<file path="config.mk">
export PLATFORM = sky130hd
export DESIGN_NAME = acmac_queue
export DESIGN_NICKNAME = d
export VERILOG_FILES = /design/src/sv/acmac_pkg.sv /design/src/sv/acmac_queue.sv
export SDC_FILE = /design/constraint.sdc
export NUM_CORES = 1
export LEC_CHECK = 0
export BUFFER_PORTS_ARGS = -buffer_cell sky130_fd_sc_hd__buf_2
export CORE_ASPECT_RATIO = 0.8
export CORE_MARGIN = 2
export CORE_UTILIZATION = 25
export CTS_CLUSTER_SIZE = 8
export DETAILED_ROUTE_END_ITERATION = 10
export SYNTH_ARGS = -nofsm -noshare
export SYNTH_HDL_FRONTEND = slang
export SYNTH_SLANG_ARGS = --single-unit
</file>
<file path="constraint.sdc">
create_clock -name aclk -period 21.2 [get_ports aclk]
set_input_delay 1.06 -clock aclk [delete_from_list [all_inputs] [get_ports aclk]]
set_output_delay 1.06 -clock aclk [all_outputs]
set_load 0.03 [all_outputs]
</file>
<file path="src/sv/acmac_pkg.sv">
// ----------------------------------------------------------------------------
// acmac_pkg
// Shared types, constants and AES helper functions for the CMAC tag engine.
// ----------------------------------------------------------------------------
package acmac_pkg;

    localparam int BLOCK_BYTES = 16;
    localparam logic [7:0] CMAC_RB  = 8'h87;
    localparam logic [7:0] PAD_BYTE = 8'h80;

    localparam logic [1:0] CFG_KEY_HI     = 2'd0;
    localparam logic [1:0] CFG_KEY_LO     = 2'd1;
    localparam logic [1:0] CFG_TAG_LENGTH = 2'd2;

    localparam logic KIND_DATA = 1'b0;
    localparam logic KIND_END  = 1'b1;

    // one queued item between the front and the back
    typedef struct packed {
        logic         is_end;
        logic         is_full;
        logic [127:0] block;
        logic [127:0] expected;
    } job_t;

    localparam logic [7:0] SBOX [256] = '{
        8'h63,8'h7c,8'h77,8'h7b,8'hf2,8'h6b,8'h6f,8'hc5,8'h30,8'h01,8'h67,8'h2b,8'hfe,8'hd7,8'hab,8'h76,
        8'hca,8'h82,8'hc9,8'h7d,8'hfa,8'h59,8'h47,8'hf0,8'had,8'hd4,8'ha2,8'haf,8'h9c,8'ha4,8'h72,8'hc0,
        8'hb7,8'hfd,8'h93,8'h26,8'h36,8'h3f,8'hf7,8'hcc,8'h34,8'ha5,8'he5,8'hf1,8'h71,8'hd8,8'h31,8'h15,
        8'h04,8'hc7,8'h23,8'hc3,8'h18,8'h96,8'h05,8'h9a,8'h07,8'h12,8'h80,8'he2,8'heb,8'h27,8'hb2,8'h75,
        8'h09,8'h83,8'h2c,8'h1a,8'h1b,8'h6e,8'h5a,8'ha0,8'h52,8'h3b,8'hd6,8'hb3,8'h29,8'he3,8'h2f,8'h84,
        8'h53,8'hd1,8'h00,8'hed,8'h20,8'hfc,8'hb1,8'h5b,8'h6a,8'hcb,8'hbe,8'h39,8'h4a,8'h4c,8'h58,8'hcf,
        8'hd0,8'hef,8'haa,8'hfb,8'h43,8'h4d,8'h33,8'h85,8'h45,8'hf9,8'h02,8'h7f,8'h50,8'h3c,8'h9f,8'ha8,
        8'h51,8'ha3,8'h40,8'h8f,8'h92,8'h9d,8'h38,8'hf5,8'hbc,8'hb6,8'hda,8'h21,8'h10,8'hff,8'hf3,8'hd2,
        8'hcd,8'h0c,8'h13,8'hec,8'h5f,8'h97,8'h44,8'h17,8'hc4,8'ha7,8'h7e,8'h3d,8'h64,8'h5d,8'h19,8'h73,
        8'h60,8'h81,8'h4f,8'hdc,8'h22,8'h2a,8'h90,8'h88,8'h46,8'hee,8'hb8,8'h14,8'hde,8'h5e,8'h0b,8'hdb,
        8'he0,8'h32,8'h3a,8'h0a,8'h49,8'h06,8'h24,8'h5c,8'hc2,8'hd3,8'hac,8'h62,8'h91,8'h95,8'he4,8'h79,
        8'he7,8'hc8,8'h37,8'h6d,8'h8d,8'hd5,8'h4e,8'ha9,8'h6c,8'h56,8'hf4,8'hea,8'h65,8'h7a,8'hae,8'h08,
        8'hba,8'h78,8'h25,8'h2e,8'h1c,8'ha6,8'hb4,8'hc6,8'he8,8'hdd,8'h74,8'h1f,8'h4b,8'hbd,8'h8b,8'h8a,
        8'h70,8'h3e,8'hb5,8'h66,8'h48,8'h03,8'hf6,8'h0e,8'h61,8'h35,8'h57,8'hb9,8'h86,8'hc1,8'h1d,8'h9e,
        8'he1,8'hf8,8'h98,8'h11,8'h69,8'hd9,8'h8e,8'h94,8'h9b,8'h1e,8'h87,8'he9,8'hce,8'h55,8'h28,8'hdf,
        8'h8c,8'ha1,8'h89,8'h0d,8'hbf,8'he6,8'h42,8'h68,8'h41,8'h99,8'h2d,8'h0f,8'hb0,8'h54,8'hbb,8'h16
    };

    function automatic logic [7:0] xt(input logic [7:0] a);
        return {a[6:0], 1'b0} ^ (a[7] ? 8'h1b : 8'h00);
    endfunction

    // byte i of a 128-bit block sits in bits 127-8i .. 120-8i
    function automatic logic [7:0] get_byte(input logic [127:0] v, input int i);
        return v[127 - 8*i -: 8];
    endfunction

    // one AES round; final drops MixColumns
    function automatic logic [127:0] aes_round(input logic [127:0] s,
                                               input logic [127:0] rk,
                                               input logic         last_round);
        logic [7:0]   t [16];
        logic [7:0]   a0, a1, a2, a3, x;
        logic [127:0] r;
        for (int c = 0; c < 4; c++) begin
            for (int w = 0; w < 4; w++) begin
                t[w + 4*c] = SBOX[get_byte(s, w + 4*((c + w) % 4))];
            end
        end
        if (!last_round) begin
            for (int c = 0; c < 4; c++) begin
                a0 = t[4*c]; a1 = t[4*c+1]; a2 = t[4*c+2]; a3 = t[4*c+3];
                x = a0 ^ a1 ^ a2 ^ a3;
                t[4*c]   = a0 ^ x ^ xt(a0 ^ a1);
                t[4*c+1] = a1 ^ x ^ xt(a1 ^ a2);
                t[4*c+2] = a2 ^ x ^ xt(a2 ^ a3);
                t[4*c+3] = a3 ^ x ^ xt(a3 ^ a0);
            end
        end
        for (int i = 0; i < 16; i++) begin
            r[127 - 8*i -: 8] = t[i];
        end
        return r ^ rk;
    endfunction

    // next round key from the current one
    function automatic logic [127:0] key_step(input logic [127:0] k, input logic [7:0] rc);
        logic [31:0] w0, w1, w2, w3, g;
        w0 = k[127:96]; w1 = k[95:64]; w2 = k[63:32]; w3 = k[31:0];
        g = {SBOX[w3[23:16]] ^ rc, SBOX[w3[15:8]], SBOX[w3[7:0]], SBOX[w3[31:24]]};
        w0 = w0 ^ g;
        w1 = w1 ^ w0;
        w2 = w2 ^ w1;
        w3 = w3 ^ w2;
        return {w0, w1, w2, w3};
    endfunction

    function automatic logic [127:0] gf_double(input logic [127:0] v);
        return {v[126:0], 1'b0} ^ {120'd0, (v[127] ? CMAC_RB : 8'h00)};
    endfunction

endpackage

</file>
<file path="src/sv/acmac_queue.sv">
// ----------------------------------------------------------------------------
// acmac_queue
// Two-entry queue between block collection and the cipher core.
// ----------------------------------------------------------------------------
module acmac_queue (
    input  logic             aclk,
    input  logic             aresetn,
    input  logic             in_valid,
    output logic             in_ready,
    input  acmac_pkg::job_t  in_job,
    output logic             out_valid,
    input  logic             out_ready,
    output acmac_pkg::job_t  out_job
);

    acmac_pkg::job_t mem_reg [2];
    logic            wptr_reg, rptr_reg;
    logic [1:0]      cnt_reg;
    logic            push, pop;

    assign in_ready  = cnt_reg != 2'd2;
    assign out_valid = cnt_reg != 2'd0;
    assign out_job   = mem_reg[rptr_reg];
    assign push      = in_valid && in_ready;
    assign pop       = out_valid && out_ready;

    always_ff @(posedge aclk) begin
        if (!aresetn) begin
            wptr_reg <= 1'b0;
            rptr_reg <= 1'b0;
            cnt_reg  <= '0;
        end else begin
            if (push) wptr_reg <= !wptr_reg;
            if (pop)  rptr_reg <= !rptr_reg;
            cnt_reg <= cnt_reg + {1'b0, push} - {1'b0, pop};
        end
    end

    always_ff @(posedge aclk) begin
        if (push) mem_reg[wptr_reg] <= in_job;
    end

endmodule

</file>
======== After elaboration in Yosys (flattened, before gate mapping) ========
Memories as Yosys holds them, arrays and structs flattened. A register that Yosys moved wholly into a read port is not among the register bits.
Cells that the tools add are included.
storage, ports and cells
  memory bits (writable) .................. 516
  logic and storage cells ................. 16
  memories ................................ 1
  input port bits ......................... 262
  output and inout port bits .............. 260
  register bits after elaboration ......... 4
cells by class
  reduce and logical (&&, ||, !) cells .... 5
  multiplexer cells ....................... 4
  equal/unequal tests ..................... 1
  $add $sub $neg .......................... 2
memories
  memory   words  bits a word  read ports  clocked after memory_dff  write ports  line               RTL
  mem_reg  2      258          1           1                         1            acmac_queue.sv:16  acmac_pkg::job_t mem_reg [2];
operators by type and width
  kind                count
  $mux 1              4
  $add 2x1->2         1
  $logic_and 1x1->1   2
  $logic_not 1->1     2
  $ne 2x2->1 const B  1
  $reduce_bool 2->1   1
  $sub 2x1->2         1

======== Longest topological paths before layout ========
  word-level depth ........................ 4
  mapped depth ............................ 6
  mapped depth without buffers ............ 6

======== Least setup slack after synthesis ========
OpenSTA, ideal clock, no wires.
  path kind ............................... input-to-reg
  start ................................... input in_valid
  end ..................................... memory mem_reg[1][0] (netlist name), enable pin
  data required time ...................... 20.546 ns
  buffers on the path ..................... 0
  path slack .............................. 13.560 ns
  arrival ................................. 6.986 ns
  stages on the path ...................... 1
  setup time .............................. 0.654 ns
  cell sequence ........................... and3_1
between the ends
  cells in the longest elaborated chain, start to end .. 3
ends and longest elaborated chain
  element                       line               RTL
  start: declaration            acmac_queue.sv:8   input logic in_valid,
  $logic_and 1x1->1             acmac_queue.sv:24  assign push = in_valid && in_ready;
  $mux 1                        acmac_queue.sv:40  if (push) mem_reg[wptr_reg] <= in_job;
  $mux 1 (not written as such)  acmac_queue.sv:40
  end: declaration              acmac_queue.sv:16
No other way between the ends.

==> flow_metrics.tcl <==
set metrics [dict create \
    pin_count 522 \
    gp_routability_congestion 0.800 \
    dieArea_um2 81200 \
    post-route-drc-count 0 \
    final.min_clock_period_ps 4810 \
    cellLeakagePower_uw 0.00969 \
    filler_cell_count 7582 \
    worst_path_arrival_time_ps 3750 \
    dieHeight_um 255 \
    synth_seq_cells 521 \
    power.density_cell_area_nw_per_um2 123 \
    timing.setup.critical_path_class "reg -> out" \
    vdd_drop_max_uv 69.4 \
    route.detailed.wl_per_inst_um 17.3 \
    maximum_number_of_pins_on_one_net_before_global_route_repair 135 \
    min_delay_path_depth 2 \
    timing.critical_path.slowest_cell_delay_ps 850 \
    num-nets-final 1673 \
    dp.final_hpwl_mm 28.5 \
    synthesis.area_um2 19700 \
    synthesis.nets 1096 \
    cts_tree "yes" \
    hold_path.class "reg -> reg" \
    critical_path_peak_fanout 54 \
    holdBufCountCts 0 \
    fin_crit_sh_pct 22.7 \
    detail-route-antenna-nets 0 \
    clock_insertion_delay_worst_skew_ps 600 \
    reg2regPathDepth 5 \
    vias 9791 \
    worstMarginPinSlew_ps 1140 \
    worst_setup_start_kind "register" \
    final_layout_size_suffix_gt1_share_pct 61.5 \
    place.port_buffers 521 \
    coreArea_um2 78500 \
    die_width_um 318 \
    synth_top_cells_by_count "sky130_fd_sc_hd__edfxtp_1 (516), sky130_fd_sc_hd__mux2_4 (201), sky130_fd_sc_hd__mux2_2 (57)" \
    synth_seq_area_share_pct 79.0 \
    category_of_the_worst_setup_path_capture_point "output port" \
    finalPower_uw 3120 \
    dr.first_iter.drc_count 752 \
    initial_utilization_pct 25.1 \
    dominant_cell_by_count_in_the_synthesized_netlist "sky130_fd_sc_hd__edfxtp_1" \
    wire_length_of_the_first_global_routing_pass_mm 60.8 \
    global_route_usage_over_all_layers_pct 9.86 \
    insertedDiodeCount 0 \
    slew-limit-headroom_pct 24.0 \
    cts_made_buffers 75 \
    syn_inst 833 \
    synthArstFlopShare_pct 0 \
    synth_largest_area_cell "sky130_fd_sc_hd__edfxtp_1" \
    grt_overflow_total 0 \
    drt-total-wl_mm 42.5 \
    worst_clock_skew_ps 24.1 \
    clk_pin_slew_ps 50 \
    synth.avg_cell_area_um2 23.7 \
    cts.htree.levels 3 \
    run_status "finished clean" \
    cp_common_cell "sky130_fd_sc_hd__buf_4" \
    synth_area_leaders "sky130_fd_sc_hd__edfxtp_1 (79%), sky130_fd_sc_hd__mux2_4 (15%), sky130_fd_sc_hd__mux2_2 (3.3%), sky130_fd_sc_hd__buf_6 (1.4%), sky130_fd_sc_hd__dfxtp_1 (0.51%)" \
    setup_repair_after_global_routing_missed_its_margin "no" \
    firstDrtPassIters 4 \
    slew_viol_final 0 \
    setup_tns_ps 0 \
    cts_root_buf "sky130_fd_sc_hd__clkbuf_16" \
    post-cts-setup-buffer-count 0 \
    synth.yosys.warnings 0 \
    final.hold.worst_slack_ps 507 \
    timing.critical_path.cells "buf_4, buf_4, mux2_4, buf_2" \
    ys_types 26 \
    cts-root-to-sink-buffers 3 \
    worst_ep_required_time_ps 20140 \
    clkSinkCount 521 \
    synth-edff-count 516 \
    cell_type_of_the_slowest_stage_on_the_worst_timing_path "sky130_fd_sc_hd__buf_4" \
    row_count 92 \
    initial_antenna_violation_count 9 \
    max_cap_violation_count 0 \
    detail_route.vias_per_cell 3.98 \
    placed_insts 2367 \
    netlist.area_leader.share_pct 78.5 \
    areaGrowthSynthToFinish_pct 29.1 \
    final_cell_count_no_fill 2459 \
    cts.repair.resized 0 \
    ys_dominant_reg_cell "sky130_fd_sc_hd__edfxtp_1" \
    largest_reg_flops 516 \
    grt_pass1_vias 10200 \
    timing.final.setup_violations 0 \
    fmax_ghz 0.208 \
    timing_hold_violations_final 0 \
]
area by class of cell:
cell class	instances	area, um2	share of cell area [%]
well taps	1034	1290	5.08
inverters	2	15.0	0.0589
flip-flops and latches	521	15600	61.2
repair buffers	529	2690	10.6
multi-input cells	281	3820	15.0
clock buffers	86	1990	7.82
clock inverters	6	66.3	0.260
metal layers:
layer / track usage, % / vias to the layer above / share of wire, %
met2: 15.5 / 414 / 47
met3: 4.58 / 93 / 9.7
met5: 0 / - / 0.22
li1: - / 4477 / -
met4: 3.95 / 14 / 2.5
met1: 11.8 / 4793 / 41
worst max-delay path, delay by kind of cell (launching register included):
kind	cells	cell delay [ps]
buffers and inverters	3	1780
DFF	1	830
muxes	1	360
logic make-up after synthesis:
family                   after synthesis  synth area share (%)
multiplexers                         258                  18.5
buffers and inverters                 31                  1.64
AO/OA/AOI/OAI                          6                 0.222
flip-flops                           521                  79.0
adder cells (fa/ha/maj)                1                0.0634
AND/OR/NAND/NOR                       15                 0.444
XOR/XNOR                               1                0.0444
power by group:
group          internal (uW)  switching, uW  total, uW
registers               1260           36.2       1290
clock network            652            402       1050
logic                    299            477        776
total                   2210            915       3120
layout by cell type (no fill, tap or decap), drive strengths merged:
master    n
o21ai     2
clkinv    5
dfxtp     5
or2       1
edfxtp  516
nand3     1
and2b     1
clkbuf   86
xor2      1
nand3b    1
nand2b    1
o21ba     1
and2      1
inv       3
nor3      1
nor4      1
mux2    258
nor2      4
a21oi     1
a21bo     1
ha        1
and3      2
o31a      1
nor4bb    1
buf     529
stage by stage:
stage                     area, um2  setup WS, ps  utilization [%]
after CTS                     25500         16290             32.5
after global routing          25500         16150             32.5
after detailed placement      23400         16970             29.8
after global placement        23400         17120             29.8
after floorplan               19700         13560                -
final                         25500         16390             32.5
final timing paths:
check	from	end	slack, ps
max	register	out_job[155]	16390
min	rptr_reg	rptr_reg	510
max reg2reg	cnt_reg[0]	mem_reg[0][236]	17800
min reg2reg	rptr_reg	rptr_reg	510
No activity file was read; power rests on OpenSTA's default activity.
