--- config.mk ---
export PLATFORM = sky130hd
export DESIGN_NAME = acmac_front
export DESIGN_NICKNAME = d
export VERILOG_FILES = /design/src/sv/acmac_pkg.sv /design/src/sv/acmac_front.sv
export SDC_FILE = /design/constraint.sdc
export NUM_CORES = 1
export LEC_CHECK = 0
export ABC_CLOCK_PERIOD_IN_PS = 6800
export BUFFER_PORTS_ARGS = -buffer_cell sky130_fd_sc_hd__buf_4
export CORE_AREA = 2 2 155 157
export CTS_CLUSTER_SIZE = 24
export DETAILED_ROUTE_END_ITERATION = 12
export DIE_AREA = 0 0 157 159
export HOLD_SLACK_MARGIN = 0.12
export PLACE_DENSITY = 0.57
export RECOVER_POWER = 100
export SYNTH_ARGS = -nofsm -noshare
export SYNTH_HDL_FRONTEND = slang
export SYNTH_SLANG_ARGS = --single-unit
--- constraint.sdc ---
create_clock -name aclk -period 6.8 [get_ports aclk]
set_input_delay 0.34 -clock aclk [delete_from_list [all_inputs] [get_ports aclk]]
set_output_delay 0.34 -clock aclk [all_outputs]
set_load 0.05 [all_outputs]
--- src/sv/acmac_pkg.sv ---
// ----------------------------------------------------------------------------
// acmac_pkg
// Shared types, constants and AES helper functions for the CMAC tag engine.
// ----------------------------------------------------------------------------
package acmac_pkg;

    localparam int BLOCK_BYTES = 16;
    localparam logic [7:0] CMAC_RB  = 8'h87;
    localparam logic [7:0] PAD_BYTE = 8'h80;

    localparam logic [1:0] CFG_KEY_HI     = 2'd0;
    localparam logic [1:0] CFG_KEY_LO     = 2'd1;
    localparam logic [1:0] CFG_TAG_LENGTH = 2'd2;

    localparam logic KIND_DATA = 1'b0;
    localparam logic KIND_END  = 1'b1;

    // one queued item between the front and the back
    typedef struct packed {
        logic         is_end;
        logic         is_full;
        logic [127:0] block;
        logic [127:0] expected;
    } job_t;

    localparam logic [7:0] SBOX [256] = '{
        8'h63,8'h7c,8'h77,8'h7b,8'hf2,8'h6b,8'h6f,8'hc5,8'h30,8'h01,8'h67,8'h2b,8'hfe,8'hd7,8'hab,8'h76,
        8'hca,8'h82,8'hc9,8'h7d,8'hfa,8'h59,8'h47,8'hf0,8'had,8'hd4,8'ha2,8'haf,8'h9c,8'ha4,8'h72,8'hc0,
        8'hb7,8'hfd,8'h93,8'h26,8'h36,8'h3f,8'hf7,8'hcc,8'h34,8'ha5,8'he5,8'hf1,8'h71,8'hd8,8'h31,8'h15,
        8'h04,8'hc7,8'h23,8'hc3,8'h18,8'h96,8'h05,8'h9a,8'h07,8'h12,8'h80,8'he2,8'heb,8'h27,8'hb2,8'h75,
        8'h09,8'h83,8'h2c,8'h1a,8'h1b,8'h6e,8'h5a,8'ha0,8'h52,8'h3b,8'hd6,8'hb3,8'h29,8'he3,8'h2f,8'h84,
        8'h53,8'hd1,8'h00,8'hed,8'h20,8'hfc,8'hb1,8'h5b,8'h6a,8'hcb,8'hbe,8'h39,8'h4a,8'h4c,8'h58,8'hcf,
        8'hd0,8'hef,8'haa,8'hfb,8'h43,8'h4d,8'h33,8'h85,8'h45,8'hf9,8'h02,8'h7f,8'h50,8'h3c,8'h9f,8'ha8,
        8'h51,8'ha3,8'h40,8'h8f,8'h92,8'h9d,8'h38,8'hf5,8'hbc,8'hb6,8'hda,8'h21,8'h10,8'hff,8'hf3,8'hd2,
        8'hcd,8'h0c,8'h13,8'hec,8'h5f,8'h97,8'h44,8'h17,8'hc4,8'ha7,8'h7e,8'h3d,8'h64,8'h5d,8'h19,8'h73,
        8'h60,8'h81,8'h4f,8'hdc,8'h22,8'h2a,8'h90,8'h88,8'h46,8'hee,8'hb8,8'h14,8'hde,8'h5e,8'h0b,8'hdb,
        8'he0,8'h32,8'h3a,8'h0a,8'h49,8'h06,8'h24,8'h5c,8'hc2,8'hd3,8'hac,8'h62,8'h91,8'h95,8'he4,8'h79,
        8'he7,8'hc8,8'h37,8'h6d,8'h8d,8'hd5,8'h4e,8'ha9,8'h6c,8'h56,8'hf4,8'hea,8'h65,8'h7a,8'hae,8'h08,
        8'hba,8'h78,8'h25,8'h2e,8'h1c,8'ha6,8'hb4,8'hc6,8'he8,8'hdd,8'h74,8'h1f,8'h4b,8'hbd,8'h8b,8'h8a,
        8'h70,8'h3e,8'hb5,8'h66,8'h48,8'h03,8'hf6,8'h0e,8'h61,8'h35,8'h57,8'hb9,8'h86,8'hc1,8'h1d,8'h9e,
        8'he1,8'hf8,8'h98,8'h11,8'h69,8'hd9,8'h8e,8'h94,8'h9b,8'h1e,8'h87,8'he9,8'hce,8'h55,8'h28,8'hdf,
        8'h8c,8'ha1,8'h89,8'h0d,8'hbf,8'he6,8'h42,8'h68,8'h41,8'h99,8'h2d,8'h0f,8'hb0,8'h54,8'hbb,8'h16
    };

    function automatic logic [7:0] xt(input logic [7:0] a);
        return {a[6:0], 1'b0} ^ (a[7] ? 8'h1b : 8'h00);
    endfunction

    // byte i of a 128-bit block sits in bits 127-8i .. 120-8i
    function automatic logic [7:0] get_byte(input logic [127:0] v, input int i);
        return v[127 - 8*i -: 8];
    endfunction

    // one AES round; final drops MixColumns
    function automatic logic [127:0] aes_round(input logic [127:0] s,
                                               input logic [127:0] rk,
                                               input logic         last_round);
        logic [7:0]   t [16];
        logic [7:0]   a0, a1, a2, a3, x;
        logic [127:0] r;
        for (int c = 0; c < 4; c++) begin
            for (int w = 0; w < 4; w++) begin
                t[w + 4*c] = SBOX[get_byte(s, w + 4*((c + w) % 4))];
            end
        end
        if (!last_round) begin
            for (int c = 0; c < 4; c++) begin
                a0 = t[4*c]; a1 = t[4*c+1]; a2 = t[4*c+2]; a3 = t[4*c+3];
                x = a0 ^ a1 ^ a2 ^ a3;
                t[4*c]   = a0 ^ x ^ xt(a0 ^ a1);
                t[4*c+1] = a1 ^ x ^ xt(a1 ^ a2);
                t[4*c+2] = a2 ^ x ^ xt(a2 ^ a3);
                t[4*c+3] = a3 ^ x ^ xt(a3 ^ a0);
            end
        end
        for (int i = 0; i < 16; i++) begin
            r[127 - 8*i -: 8] = t[i];
        end
        return r ^ rk;
    endfunction

    // next round key from the current one
    function automatic logic [127:0] key_step(input logic [127:0] k, input logic [7:0] rc);
        logic [31:0] w0, w1, w2, w3, g;
        w0 = k[127:96]; w1 = k[95:64]; w2 = k[63:32]; w3 = k[31:0];
        g = {SBOX[w3[23:16]] ^ rc, SBOX[w3[15:8]], SBOX[w3[7:0]], SBOX[w3[31:24]]};
        w0 = w0 ^ g;
        w1 = w1 ^ w0;
        w2 = w2 ^ w1;
        w3 = w3 ^ w2;
        return {w0, w1, w2, w3};
    endfunction

    function automatic logic [127:0] gf_double(input logic [127:0] v);
        return {v[126:0], 1'b0} ^ {120'd0, (v[127] ? CMAC_RB : 8'h00)};
    endfunction

endpackage

--- src/sv/acmac_front.sv ---
// ----------------------------------------------------------------------------
// acmac_front
// Collects message bytes into blocks and hands full or final blocks to the queue.
// ----------------------------------------------------------------------------
module acmac_front (
    input  logic                 aclk,
    input  logic                 aresetn,
    input  logic                 s_valid,
    output logic                 s_ready,
    input  logic                 s_kind,
    input  logic [7:0]           s_byte,
    input  logic [127:0]         s_expected,
    output logic                 q_valid,
    input  logic                 q_ready,
    output acmac_pkg::job_t      q_job
);

    logic [127:0] buf_reg;
    logic [4:0]   count_reg;
    logic         take;
    logic [127:0] padded;

    // a full buffer is pushed only when a further byte or the end marker arrives
    assign s_ready = q_ready || !(s_kind == acmac_pkg::KIND_END || count_reg[4]);
    assign take    = s_valid && s_ready;
    assign q_valid = s_valid && (s_kind == acmac_pkg::KIND_END || count_reg[4]);

    always_comb begin
        padded = buf_reg;
        for (int i = 0; i < acmac_pkg::BLOCK_BYTES; i++) begin
            if (5'(i) == count_reg) begin
                padded[127 - 8*i -: 8] = acmac_pkg::PAD_BYTE;
            end else if (5'(i) > count_reg) begin
                padded[127 - 8*i -: 8] = 8'h00;
            end
        end
        q_job.is_end   = s_kind;
        q_job.is_full  = count_reg[4];
        q_job.block    = count_reg[4] ? buf_reg : padded;
        q_job.expected = s_expected;
    end

    always_ff @(posedge aclk) begin
        if (!aresetn) begin
            count_reg <= '0;
        end else if (take) begin
            if (s_kind == acmac_pkg::KIND_END) begin
                count_reg <= '0;
            end else if (count_reg[4]) begin
                count_reg <= 5'd1;
            end else begin
                count_reg <= count_reg + 5'd1;
            end
        end
    end

    always_ff @(posedge aclk) begin
        if (take && s_kind == acmac_pkg::KIND_DATA) begin
            buf_reg[127 - 8*(count_reg[4] ? 0 : int'(count_reg[3:0])) -: 8] <= s_byte;
        end
    end

endmodule

# Word-level counts from Yosys, hierarchy flattened
# Index checks and enable logic that the tools add are counted.
[classes] addsub=3 magnitude_cmp=16 n_bitwise=1 n_mux=37 n_reduce_logical=7 eq_ne=15 shifts=2
[ops] operator="$mux W8" count=32
[ops] operator="$shift A8 B33 Y135 const A" count=1
[ops] operator="$shiftx A8 B33 Y135" count=1
[ops] operator="$bwmux W128" count=1
[ops] operator="$mux W128" count=1
[ops] operator="$eq A4 B5 Y1 const A" count=8
[ops] operator="$gt A4 B5 Y1 const A" count=8
[ops] operator="$neg A8 Y33" count=1
[ops] operator="$eq A3 B5 Y1 const A" count=4
[ops] operator="$gt A3 B5 Y1 const A" count=4
[ops] operator="$eq A2 B5 Y1 const A" count=2
[ops] operator="$gt A1 B5 Y1 const A" count=2
[ops] operator="$gt A2 B5 Y1 const A" count=2
[ops] operator="$mux W5" count=2
[ops] operator="$sub A7 B7 Y8 const A" count=1
[ops] operator="$add A5 B1 Y5 const B" count=1
[ops] operator="$eq A1 B5 Y1 const A" count=1
[ops] operator="$logic_not A5 Y1" count=1
[ops] operator="$mux W4" count=1
[ops] operator="$logic_and A1 B1 Y1" count=3
[ops] operator="$logic_or A1 B1 Y1" count=2
[ops] operator="$logic_not A1 Y1" count=1
[ops] operator="$not A1 Y1" count=1
[totals] reg_bits=133 output_inout_bits=260

# Longest topological paths before layout
[logic_depth] word_depth=5 ltp_mapped=7

# Least setup slack after synthesis
# OpenSTA, ideal clock, no wires.
[synth_timing] kind="flip-flop to output port" start="reg count_reg[0]" end="out q_job[136] (netlist bit)" path_slack_ns=4.277 path_stages_with_launch=8 path_buffers=2 t_arrival_ns=2.183 cell_sequence="dfxtp_1 > clkbuf_2 > buf_4 > inv_1 > ha_1 > nand3b_1 > o21ba_2 > nor2b_1"
[synth_rtl] element="from (decl)" line_no="acmac_front.sv:19" rtl="logic [4:0] count_reg;"
[synth_rtl] element="from (signal assigned)" line_no="acmac_front.sv:52" rtl="count_reg <= count_reg + 5'd1;"
[synth_rtl] element="to (decl)" line_no="acmac_front.sv:15" rtl="output acmac_pkg::job_t q_job"

==> metrics <==
worst min path class input port to register; fin cells approximately 1000; Most used DFF post-synth edfxtp_1; synth warn 0; Synth area leaders edfxtp_1 52%, buf_4 14%, and2_1 7.9%; Max-Slew Margin vs Limit -0.1074; die width around 160 um; crit path cell chain clkbuf_1 > or2_0 > nor3_1 > nor2b_1 > clkbuf_1; most instantiated library cell after synthesis buf_4; Worst path most repeated cell clkbuf_1; crit start category register; EDFF count, synth 128; total power 1795 uW; max reg flops 128; Final min period 4.089 ns; Max VDD drop between 0.09 and 0.1 mV; mapped cell area around 7400 um2; failing checks max-capacitance violations, max-slew violations; initial antenna violation count 0; vias in the first global route 4647; Die Ht 159 um; setup TNS 0 ns; WHS 0.1683 ns; root buf cell clkbuf_16; CTS tree done; Hold Vio Cnt, Final 0; Max Slew Vio Count 42; Synth top cells by count 135 x buf_4, 128 x edfxtp_1, 93 x and2_1, 86 x nor2b_1, 54 x nor2_1; site row count 56; WL/cell 19.08 um; fmax 0.2446 GHz; pwr dens 228.1 nW/um2; Seq. cell area roughly 3900 um2; post-synth top area share 0.5207; worst-skew pair later-pin latency 0.42 ns; Pre-antenna DRT Iters 5; DP Wirelength 13480 um; total of max-cap violations 1; post-synthesis sequential area ratio 0.5342; die area around 25000 um2; run status finished with violations; Syn Nets 828; hold buffers post-CTS 0; area leader, netlist edfxtp_1; initial core utilization 0.3183; post-CTS setup buffers 0; first-pass GRT wire length 28820 um; Yosys cell types 48; HP Start s_kind; clock buffer count from CTS 17; clock skew 0.009865 ns; leak pwr 0.002750 uW; vias per std cell ~4.5; arrival time of the worst setup path 3.75 ns; Syn Inst Count between 600 and 700; via count 4636; RSZ-0062 raised after global routing no; CTS sink cnt about 130; layout cells sized above 1 0.1271; Worst R2R End buf_reg[115]; R2R Setup Slk around 2.8 ns; Critical Path RT 6.46 ns; # DRC 0; grt ovf 0; multi-input logic area between 2000 and 2500 um2; Slew @ Worst Pin 1.661 ns; Synth Area per Inst about 11 um2; Synth Register Bits approximately 130; Total GRT Usage 0.1574; FFs w/ async S/R, synth 0; Antenna Nets Post-Route 0; fin crit share 0.6013; Worst Setup End Kind output port; reg2reg start count_reg[4]; Hold Path Depth 2; Core ar. 23190 um2; Placer Congestion 0.8325; Worst path top cell family by delay buffers and inverters; post_cts resized 0; Slowest cell on crit path clkbuf_1; Reg2Reg Depth 4; Critical Path Max Stage Delay 1.19 ns; Design Area, Final between 7000 and 8000 um2; Worst Hold End count_reg[0]; htree depth 4; Setup CP Type register to output port; Buf/Inv on CP 2; WL final 19460 um; DRT iter0 DRCs 222; I/O pin cnt about 400; Cells after DPL 987; clock slew seen by the registers of the worst setup and hold paths 0.06 ns; FILL cells 2410; largest net degree at the start of global routing 42; Final setup viols 0; I/O Buffers 144; Nets 831; Cell Area, Placed 7751 um2; CTS max path bufs 2; Syn-to-layout area delta 6.627%; crit path max fanout 41
==> logic make-up after synthesis <==
family                     count (synthesis)  synth area share
DFF                                      133            0.5342
and+or+nand+nor                          330            0.2597
adders and majority gates                  3          0.005085
buffers and inverters                    171            0.1581
AOI/OAI and AO/OA                         47           0.04288
==> worst reg2reg max path: stages, from the launching register on <==
cell      delay, ns
dfxtp_1        0.30
clkbuf_1       0.62
or2_0          0.74
nor3_1         0.91
nor3b_1        1.04
==> area by class of cell <==
class / count / area share
diodes: 1 / 0.0003179
well taps: 319 / 0.05071
clock inverters: 15 / 0.01351
multi-input cells: 380 / 0.2802
clock buffers: 17 / 0.05405
repair buffers: 148 / 0.09680
inverters: 7 / 0.003338
flip-flops and latches: 133 / 0.5010
==> metal layers <==
layer / part of all wire / up-vias / track usage
met4: 0.013 / 0 / 0.05671
met2: 0.46 / 208 / 0.2396
li1: - / 2181 / -
met1: 0.45 / 2228 / 0.2040
met5: 0 / - / 0
met3: 0.078 / 19 / 0.05961
==> worst max path at each step <==
stage | depth (start not counted) | from | slack, ns | end
after floorplan | 7 | count_reg[0] | 4.28 | q_job[136]
after global placement | 2 | count_reg[2] | 3.92 | buf_reg[64]
after detailed placement | 2 | count_reg[2] | 3.82 | buf_reg[64]
after CTS | 6 | count_reg[0] | 3.42 | q_job[172]
after global routing | 5 | count_reg[4] | 2.33 | q_job[245]
final | 5 | count_reg[4] | 2.71 | q_job[245]
==> stage by stage <==
step,util,setup slack [ns]
after detailed placement,0.3342,3.816
after CTS,0.3571,3.416
after floorplan,-,4.277
final,0.3394,2.711
after global routing,0.3393,2.333
after global placement,0.3342,3.925
==> power by group <==
| part | switching, uW | internal, uW |
|---|---|---|
| Clock | 363 | 466 |
| Combinational | 54.2 | 16.9 |
| Sequential | 3.46 | 892 |
| Total | 421 | 1370 |
==> cell usage in the layout (no fill, tap or decap), types with 4 or more instances in the layout <==
cell type	netlist	routed
clkbuf_16	0	17
buf_4	135	55
a22o_1	5	5
inv_1	7	7
edfxtp_1	128	128
nor2_1	54	57
nor3_1	8	12
clkinvlp_4	0	4
clkinv_2	0	4
and3_1	31	31
a21oi_1	8	10
nand2_1	30	30
and2_1	93	21
o21ai_0	11	13
nor2b_1	86	86
and2_0	0	72
clkbuf_1	19	93
nand2b_1	5	5
dfxtp_1	5	5
Note: power is estimated with default switching activity, not from simulation.
